--- src/design/ptwa_pkg.sv ---
// Shared types and constants for the peer table with aging.
// No dependencies; used by ptwa_cell and peer_table_with_aging_unit.
package ptwa_pkg;

	localparam int DEF_ENTRIES = 32;
	localparam int MAC_W = 48;
	localparam int TIME_W = 32;
	localparam int IDX_W = 8;
	localparam int CNT_W = 9;
	localparam int OUT_CNT_W = 6;
	localparam int ADDR_W = 3;
	localparam logic [ADDR_W-1:0] ADDR_PRUNE_AGE = 3'd0;
	localparam logic [TIME_W-1:0] PRUNE_AGE_RST = 32'd30000;

	typedef enum logic [1:0] {
		FN_ADD    = 2'd0,
		FN_REMOVE = 2'd1,
		FN_FIND   = 2'd2,
		FN_PRUNE  = 2'd3
	} func_t;

	typedef enum logic [1:0] {
		STAT_OK        = 2'd0,
		STAT_NOT_FOUND = 2'd1,
		STAT_FULL      = 2'd2
	} status_t;

	typedef struct packed {
		logic              tok;
		logic              hit;
		logic [TIME_W-1:0] found_ms;
		logic              free_ok;
		logic [IDX_W-1:0]  free_idx;
		logic [CNT_W-1:0]  pruned;
	} chain_t;

	typedef struct packed {
		func_t             func;
		logic [MAC_W-1:0]  mac;
		logic [TIME_W-1:0] now_ms;
		logic [TIME_W-1:0] age_ms;
	} req_t;

	typedef struct packed {
		logic              en;
		logic [IDX_W-1:0]  idx;
		logic [MAC_W-1:0]  mac;
		logic [TIME_W-1:0] now_ms;
	} wr_t;

endpackage

--- src/design/ptwa_cell.sv ---
// One table entry: valid bit, MAC key and last-seen time.
// Evaluates the request token as it passes and hands the token to its neighbor.
// Depends on ptwa_pkg.
module ptwa_cell
	import ptwa_pkg::*;
#(
	parameter int CELL_IDX = 0
) (
	input  logic   clk,
	input  logic   arst_n,
	input  req_t   req,
	input  wr_t    wr,
	input  chain_t chain_in,
	output chain_t chain_out
);

	logic              valid_q;
	logic [MAC_W-1:0]  mac_q;
	logic [TIME_W-1:0] last_q;
	logic              match;
	logic              aged;
	logic              wr_sel;
	logic [TIME_W-1:0] elapsed;
	chain_t            out_q;

	assign match   = valid_q && (mac_q == req.mac);
	assign elapsed = req.now_ms - last_q;
	assign aged    = chain_in.tok && (req.func == FN_PRUNE) && valid_q &&
	                 (elapsed > req.age_ms);
	assign wr_sel  = wr.en && (wr.idx == IDX_W'(CELL_IDX));

	always_ff @(posedge clk or negedge arst_n) begin
		if (!arst_n) begin
			valid_q <= 1'b0;
		end else if (wr_sel) begin
			valid_q <= 1'b1;
		end else if (chain_in.tok && (req.func == FN_REMOVE) && match) begin
			valid_q <= 1'b0;
		end else if (aged) begin
			valid_q <= 1'b0;
		end
	end

	always_ff @(posedge clk) begin
		if (wr_sel) begin
			mac_q  <= wr.mac;
			last_q <= wr.now_ms;
		end else if (chain_in.tok && (req.func == FN_ADD) && match) begin
			last_q <= req.now_ms;
		end
	end

	always_ff @(posedge clk or negedge arst_n) begin
		if (!arst_n) begin
			out_q <= '0;
		end else begin
			out_q.tok      <= chain_in.tok;
			out_q.hit      <= chain_in.hit | match;
			out_q.found_ms <= match ? last_q : chain_in.found_ms;
			out_q.free_ok  <= chain_in.free_ok | ~valid_q;
			out_q.free_idx <= (!chain_in.free_ok && !valid_q) ? IDX_W'(CELL_IDX)
			                                                   : chain_in.free_idx;
			out_q.pruned   <= chain_in.pruned + CNT_W'(aged);
		end
	end

	assign chain_out = out_q;

endmodule

--- config.mk ---
export PLATFORM = sky130hd
export DESIGN_NAME = ptwa_cell
export DESIGN_NICKNAME = d
export VERILOG_FILES = /design/src/design/ptwa_pkg.sv /design/src/design/ptwa_cell.sv
export SDC_FILE = /design/constraint.sdc
export NUM_CORES = 1
export LEC_CHECK = 0
export ABC_AREA = 1
export BUFFER_PORTS_ARGS = -buffer_cell sky130_fd_sc_hd__buf_2
export CAP_MARGIN = 30
export CORE_ASPECT_RATIO = 1.5
export CORE_MARGIN = 2
export CORE_UTILIZATION = 51
export DETAILED_ROUTE_END_ITERATION = 10
export PLACE_DENSITY = 0.81
export SYNTH_ARGS = -nofsm -noshare
export SYNTH_HDL_FRONTEND = slang
export SYNTH_SLANG_ARGS = --single-unit
export TNS_END_PERCENT = 100
--- constraint.sdc ---
create_clock -name clk -period 4.7 [get_ports clk]
set_input_delay 0.94 -clock clk [delete_from_list [all_inputs] [get_ports clk]]
set_output_delay 0.94 -clock clk [all_outputs]
set_load 0.03 [all_outputs]
==> results.sh, run 1 <==
export IMPL_outcome="finished, final reports clean"
export IMPL_fmax_mhz=225.8
export IMPL_numCtsBuffers=17
export IMPL_slew_headroom_pct=54.31
export IMPL_syn_num_nets=1482
export IMPL_preCtsSetupSlack_ps=-217.5
export IMPL_worst_path_stages=24
export IMPL_reg2reg_depth=24
export IMPL_cp_slowest_cell="ha_1"
export IMPL_synthArstFlopShare_pct=39.85
export IMPL_drive_above_1_share_pct=27.44
export IMPL_ctsHoldBuffers=0
export IMPL_synth_cell_types=40
export IMPL_ys_seq_area_share_pct=41.88
export IMPL_clkTransAtPathRegs_ps=70
export IMPL_grt_overflow_total=0
export IMPL_avgSynthCellArea_um2=7.681
export IMPL_register_area_um2=3729
export IMPL_first_pass_iters=5
export IMPL_ys_ff_latch=133
export IMPL_synth_edff_count=80
export IMPL_slew_viol_final=0
export IMPL_netlist_top_cells_count="341 x nand2_1, 177 x inv_1, 133 x nor2_1"
export IMPL_fin_crit_ps=4429
export IMPL_yosysWarnings=0
export IMPL_synth_cell_area_um2=8902
export IMPL_path_common_cell="nand2_1"
export IMPL_drt_iter0_markers=625
export IMPL_slowest_delay_ps=370
export IMPL_cp_cell_sequence="buf_2 -> ha_1 -> a21oi_1 -> o21ai_0 -> a21oi_1 -> nor2_1 -> nor2_1 -> o21ai_0 -> nand2_1 -> nand2_1 -> ha_1 -> nand2_1 -> nor2_1 -> nor3b_2 -> nand2_1 -> nand2_1 -> nand2_1 -> inv_1 -> ha_2 -> ha_2 -> nand3_2 -> nor3b_2 -> nand3_1 -> xnor2_1"
export IMPL_placementRows=59
export IMPL_root_buffer="clkbuf_16"
export IMPL_cp_top_family="simple AND/OR/NAND/NOR gates"
export IMPL_grt_pass1_wl_um=42520
export IMPL_power_leakage_uw=0.006140
export IMPL_vias_per_cell=5.128
export IMPL_yosys_top_cells_area="edfxtp_1 27%, dfrtp_1 15%, nand2_1 14%, ha_1 9.1%, inv_1 7.5%"
export IMPL_avgRoutedWirePerCell_um=15.68
export IMPL_cp_data_arrival_time_ps=4760
export IMPL_grt_usage_pct=29.00
export IMPL_cts_buffer_depth=2
export IMPL_gp_congestion=0.9333
export IMPL_dpl_cell_area_um2=10780
export IMPL_worstPathRequired_ps=5040
export IMPL_syn_to_final_growth_pct=28.24
export IMPL_top_usage_layer="met2"
export IMPL_numPortBuffers=308
export IMPL_final_setup_tns_ps=0
export IMPL_detail_route_antenna_nets=0
export IMPL_grt_util_met2_pct=52.81
export IMPL_start_util_pct=51.76
export IMPL_grt_pass1_vias=9004
export IMPL_yosysTopAreaCellShare_pct=26.99
export IMPL_cts_max_level=4
export IMPL_drc=0
export IMPL_synth_ff_type="edfxtp_1"
export IMPL_drt_wl_total_um=27010
export IMPL_start_kind="primary input"
export IMPL_hold_viol=0
export IMPL_drv_cap=0
export IMPL_multiInputGateArea_um2=4438
export IMPL_pin_count=309
export IMPL_hold_class="reg -> reg"
export IMPL_hold_depth=2
export IMPL_power_uw=3143
export IMPL_core_um2=17200
export IMPL_tightest_slew_ps=685.4
export IMPL_syn_inst=1159
export IMPL_peakVddDrop_v=0.0002257
export IMPL_fp_dieArea_um2=18550
export IMPL_grt_max_degree=54
export IMPL_fin_crit_sh_pct=94.24
export IMPL_fin_util_pct=66.37
export IMPL_worstPathMaxFanout=5
export IMPL_die_y_um=165.8
export IMPL_p_per_area_nw_per_um2=275.3
export IMPL_yosysMostFrequentCell="nand2_1"
export IMPL_timing_final_ws_setup_ps=270.6
export IMPL_path_class="in -> reg"
export IMPL_clock_skew_ps=20.74
export IMPL_fin_nets=1815
export IMPL_detailed_place_hpwl_um=21980
export IMPL_cts_sinks=133
export IMPL_met3_usage_pct=4.343
export IMPL_end_kind="flop"
export IMPL_setup_viol=0
export IMPL_fillers=1503
export IMPL_die_x_um=111.9
export IMPL_antenna_found_initial=4
export IMPL_yosysTopAreaCell="edfxtp_1"
export IMPL_vias=8830
export IMPL_cts_tree="built"
export IMPL_post_cts_buffers=0
export IMPL_fin_area_um2=11420
export IMPL_insertion_delay_ps=430
export IMPL_use_met1_pct=32.94
export IMPL_critPathBufInv=2
[flip-flops by register name (all words and copies together), names as in the netlist]
name       cells
valid_q        1
chain_out     52
last_q        32
mac_q         48
[per-layer routing]
metal	up-vias	routed length [um]
li1	4383	-
met1	3996	10120
met2	376	14180
met3	75	1673
met4	0	1039
met5	-	0
[power by group]
part | internal (uW) | switching (uW) | total, uW | leakage [uW]
combinational | 221 | 316 | 537 | 0.00451
sequential | 1270 | 8.19 | 1270 | 0.00135
clock | 753 | 579 | 1330 | 0.000288
[logic make-up (layout without fill, tap and decap cells)]
group	after synthesis	count (layout)	share of synthesized area, %
fa+ha+maj	66	66	9.361
compound gates	128	128	7.730
xor+xnor	41	41	4.034
buf+inv	196	542	8.728
flops	133	133	41.88
simple gates	595	595	28.26
other cells	0	4	0
[worst paths after layout]
kind | slack [ps] | from | to
max in group asynchronous | 3590 | arst_n | chain_out[31]$_DFF_PN0_
worst max-delay path | 270 | req[48] | chain_out[8]$_DFF_PN0_
worst min register to register | 530 | last_q[8]$_DFFE_PP_ | chain_out[26]$_DFF_PN0_
min in group asynchronous | 630 | arst_n | chain_out[10]$_DFF_PN0_
worst min-delay path | 530 | last_q[8]$_DFFE_PP_ | chain_out[26]$_DFF_PN0_
worst max register to register | 450 | last_q[11]$_DFFE_PP_ | chain_out[8]$_DFF_PN0_
[worst min-delay path: cells and delay by family (launching register included)]
family        cells  cell delay, ps
flops             1             360
simple gates      2             140
[layout make-up]
class,count,area share [%]
Clock inverter,15,1.370
Tap cell,213,2.335
Sequential cell,133,32.66
Clock buffer,17,3.726
Inverter,181,5.951
Antenna cell,4,0.08768
Timing Repair Buffer,329,14.99
Multi-Input combinational cell,830,38.88
[layout by cell type, fill, tap and decap left out, types with 2 or more instances in the layout]
cell,instances
nand2_1,338
buf_2,308
inv_1,177
nor2_1,132
a21oi_1,85
edfxtp_1,80
ha_1,63
dfrtp_1,53
nand3_1,36
nor2_2,30
xor2_1,27
o21ai_0,23
buf_4,20
nand4_1,17
clkbuf_16,17
nor3_1,16
xnor2_1,14
nand3b_1,6
inv_6,6
a21o_1,5
o21a_1,5
diode_2,4
nand2_2,4
inv_2,4
nor4_1,4
inv_8,4
nor3b_2,3
o21ai_1,2
nor3b_1,2
o21bai_1,2
nand3_2,2
ha_2,2
inv_4,2
[repair_timing]
| action | 4_1_cts | 5_1_grt |
|---|---|---|
| endpoints found under the hold margin | 0 | 0 |
| resized for setup | 0 | 11 |
| setup endpoints to repair | 0 | 5 |
[metrics by stage]
stage          hold WS (ps)  cells
2_1_floorplan         482.5   1159
3_3_place_gp          506.5   1686
3_5_place_dp          522.8   1686
4_1_cts               536.8   1718
5_1_grt               552.8   1722
6_report              530.3   1722
No activity file was read; power rests on OpenSTA's default activity.
==> run 2, diff against run 1 <==
--- a/config.mk
+++ b/config.mk
@@ -10,9 +10,8 @@
 export CAP_MARGIN = 30
 export CORE_ASPECT_RATIO = 1.5
 export CORE_MARGIN = 2
-export CORE_UTILIZATION = 51
+export CORE_UTILIZATION = 25
 export DETAILED_ROUTE_END_ITERATION = 10
-export PLACE_DENSITY = 0.81
 export SYNTH_ARGS = -nofsm -noshare
 export SYNTH_HDL_FRONTEND = slang
 export SYNTH_SLANG_ARGS = --single-unit
==> results.sh, run 2 (synthesized netlist as in run 1, its figures left out) <==
export IMPL_outcome="finished, final reports clean"
export IMPL_clock_skew_ps=11.17
export IMPL_mostFrequentLayoutCells="338 x nand2_1, 308 x buf_2, 177 x inv_1"
export IMPL_fin_area_um2=11960
export IMPL_post_place_cells=1975
export IMPL_timing_final_ws_setup_ps=320.9
export IMPL_setup_viol=0
export IMPL_tightest_slew_ps=704.1
export IMPL_cts_tree="built"
export IMPL_clkTransAtPathRegs_ps=60
export IMPL_ctsHoldBuffers=0
export IMPL_worstPathRequired_ps=5030
export IMPL_grt_pass1_wl_um=46500
export IMPL_final_setup_tns_ps=0
export IMPL_die_y_um=235.1
export IMPL_fin_crit_sh_pct=93.17
export IMPL_largest_register_ffs=52
export IMPL_syn_to_final_growth_pct=34.34
export IMPL_fin_util_pct=34.07
export IMPL_drc=0
export IMPL_drt_wl_total_um=31360
export IMPL_cts_sinks=133
export IMPL_hold_class="in -> async"
export IMPL_slew_headroom_pct=52.99
export IMPL_detailed_place_hpwl_um=26200
export IMPL_grt_pass1_vias=9065
export IMPL_numPortBuffers=308
export IMPL_detail_route_antenna_nets=0
export IMPL_antenna_found_initial=6
export IMPL_cp_data_arrival_time_ps=4710
export IMPL_cts_max_level=4
export IMPL_fmax_mhz=228.4
export IMPL_first_pass_iters=5
export IMPL_instances_no_fill=2014
export IMPL_grt_usage_pct=16.77
export IMPL_fin_crit_ps=4379
export IMPL_grt_overflow_total=0
export IMPL_placementRows=84
export IMPL_vias_per_cell=4.340
export IMPL_start_util_pct=25.36
export IMPL_slew_viol_final=0
export IMPL_hold_viol=0
export IMPL_numCtsBuffers=17
export IMPL_dpl_cell_area_um2=11330
export IMPL_drive_above_1_share_pct=28.34
export IMPL_root_buffer="clkbuf_16"
export IMPL_die_x_um=158.1
export IMPL_p_per_area_nw_per_um2=268.4
export IMPL_preCtsSetupSlack_ps=-335.9
export IMPL_drt_iter0_markers=327
export IMPL_worstPathMaxFanout=3
export IMPL_pin_count=309
export IMPL_grt_max_degree=49
export IMPL_core_um2=35100
export IMPL_end_kind="flop"
export IMPL_path_class="in -> reg"
export IMPL_start_kind="primary input"
export IMPL_power_leakage_uw=0.006278
export IMPL_fin_nets=1845
export IMPL_vias=8741
export IMPL_avgRoutedWirePerCell_um=15.57
export IMPL_fp_dieArea_um2=37170
export IMPL_gp_congestion=0.9235
export IMPL_drv_cap=0
export IMPL_cts_buffer_depth=2
export IMPL_insertion_delay_ps=440
export IMPL_layout_commonest_cell="nand2_1"
export IMPL_peakVddDrop_v=0.0001694
[run 2: what timing repair did]
action	CTS	global route
setup endpoints to repair	0	4
hold endpoints to repair	0	0
resized for setup	0	6
setup buffers	0	1
[run 2: stage by stage]
| stage | power [uW] | hold WS [ps] |
|---|---|---|
| global placement | 1846 | 508.5 |
| detailed placement | 1856 | 515.6 |
| global route | 3358 | 512.0 |
| finish | 3210 | 483.6 |
| CTS | 3246 | 484.1 |
| floorplan | 1592 | 482.5 |
[run 2: worst max-delay path, stage by stage]
cell and delay (ps):
buf_2 90, inv_1 60, ha_1 140, inv_1 60, fa_1 380, nand3_1 110, nand2_2 100, a21oi_2 190
o21bai_2 90, nand2_1 60, nand2_1 120, buf_4 170, xor2_1 150, ha_1 290, nand4_1 100, nor3_1 60
nor2b_1 120, buf_4 140, a21oi_1 160, nand2_2 120, inv_1 80, ha_1 160, ha_1 180, nand3_1 120
nor3b_2 230, nand3_1 110, xnor2_1 140
[run 2: cell type report]
class / instances / area (um^2)
flip-flops and latches: 133 / 3729
repair buffers: 359 / 1937
clock buffers: 19 / 432.9
clock inverters: 13 / 156.4
diodes: 6 / 15.01
inverters: 181 / 679.4
well taps: 473 / 591.8
fillers: 3825 / 23140
multi-input cells: 830 / 4418
[run 2: path summary, 6_finish.rpt]
| path | from | end | slack [ps] | cells after the start |
|---|---|---|---|---|
| min reg2reg | last_q[10]$_DFFE_PP_ | chain_out[28]$_DFF_PN0_ | 520 | 2 |
| max in group asynchronous | arst_n | chain_out[48]$_DFF_PN0_ | 3350 | 2 |
| min in group clk | last_q[10]$_DFFE_PP_ | chain_out[28]$_DFF_PN0_ | 520 | 2 |
| max reg2reg | last_q[0]$_DFFE_PP_ | chain_out[8]$_DFF_PN0_ | 570 | 25 |
| min | arst_n | chain_out[18]$_DFF_PN0_ | 480 | 1 |
| max | req[32] | chain_out[8]$_DFF_PN0_ | 320 | 27 |
[run 2: report_power, final]
group | internal [uW] | switching (uW)
Sequential | 1270 | 7.97
Combinational | 236 | 325
Clock | 831 | 543
Total | 2330 | 877
[run 2: per-layer routing]
layer  share of wire [%]  up-vias  track usage [%]
met2                  55      255            32.61
met3                 4.9       70            3.645
met1                  36     3972            15.88
li1                    -     4444                -
met5                   0        -                0
met4                 4.0        0            8.873
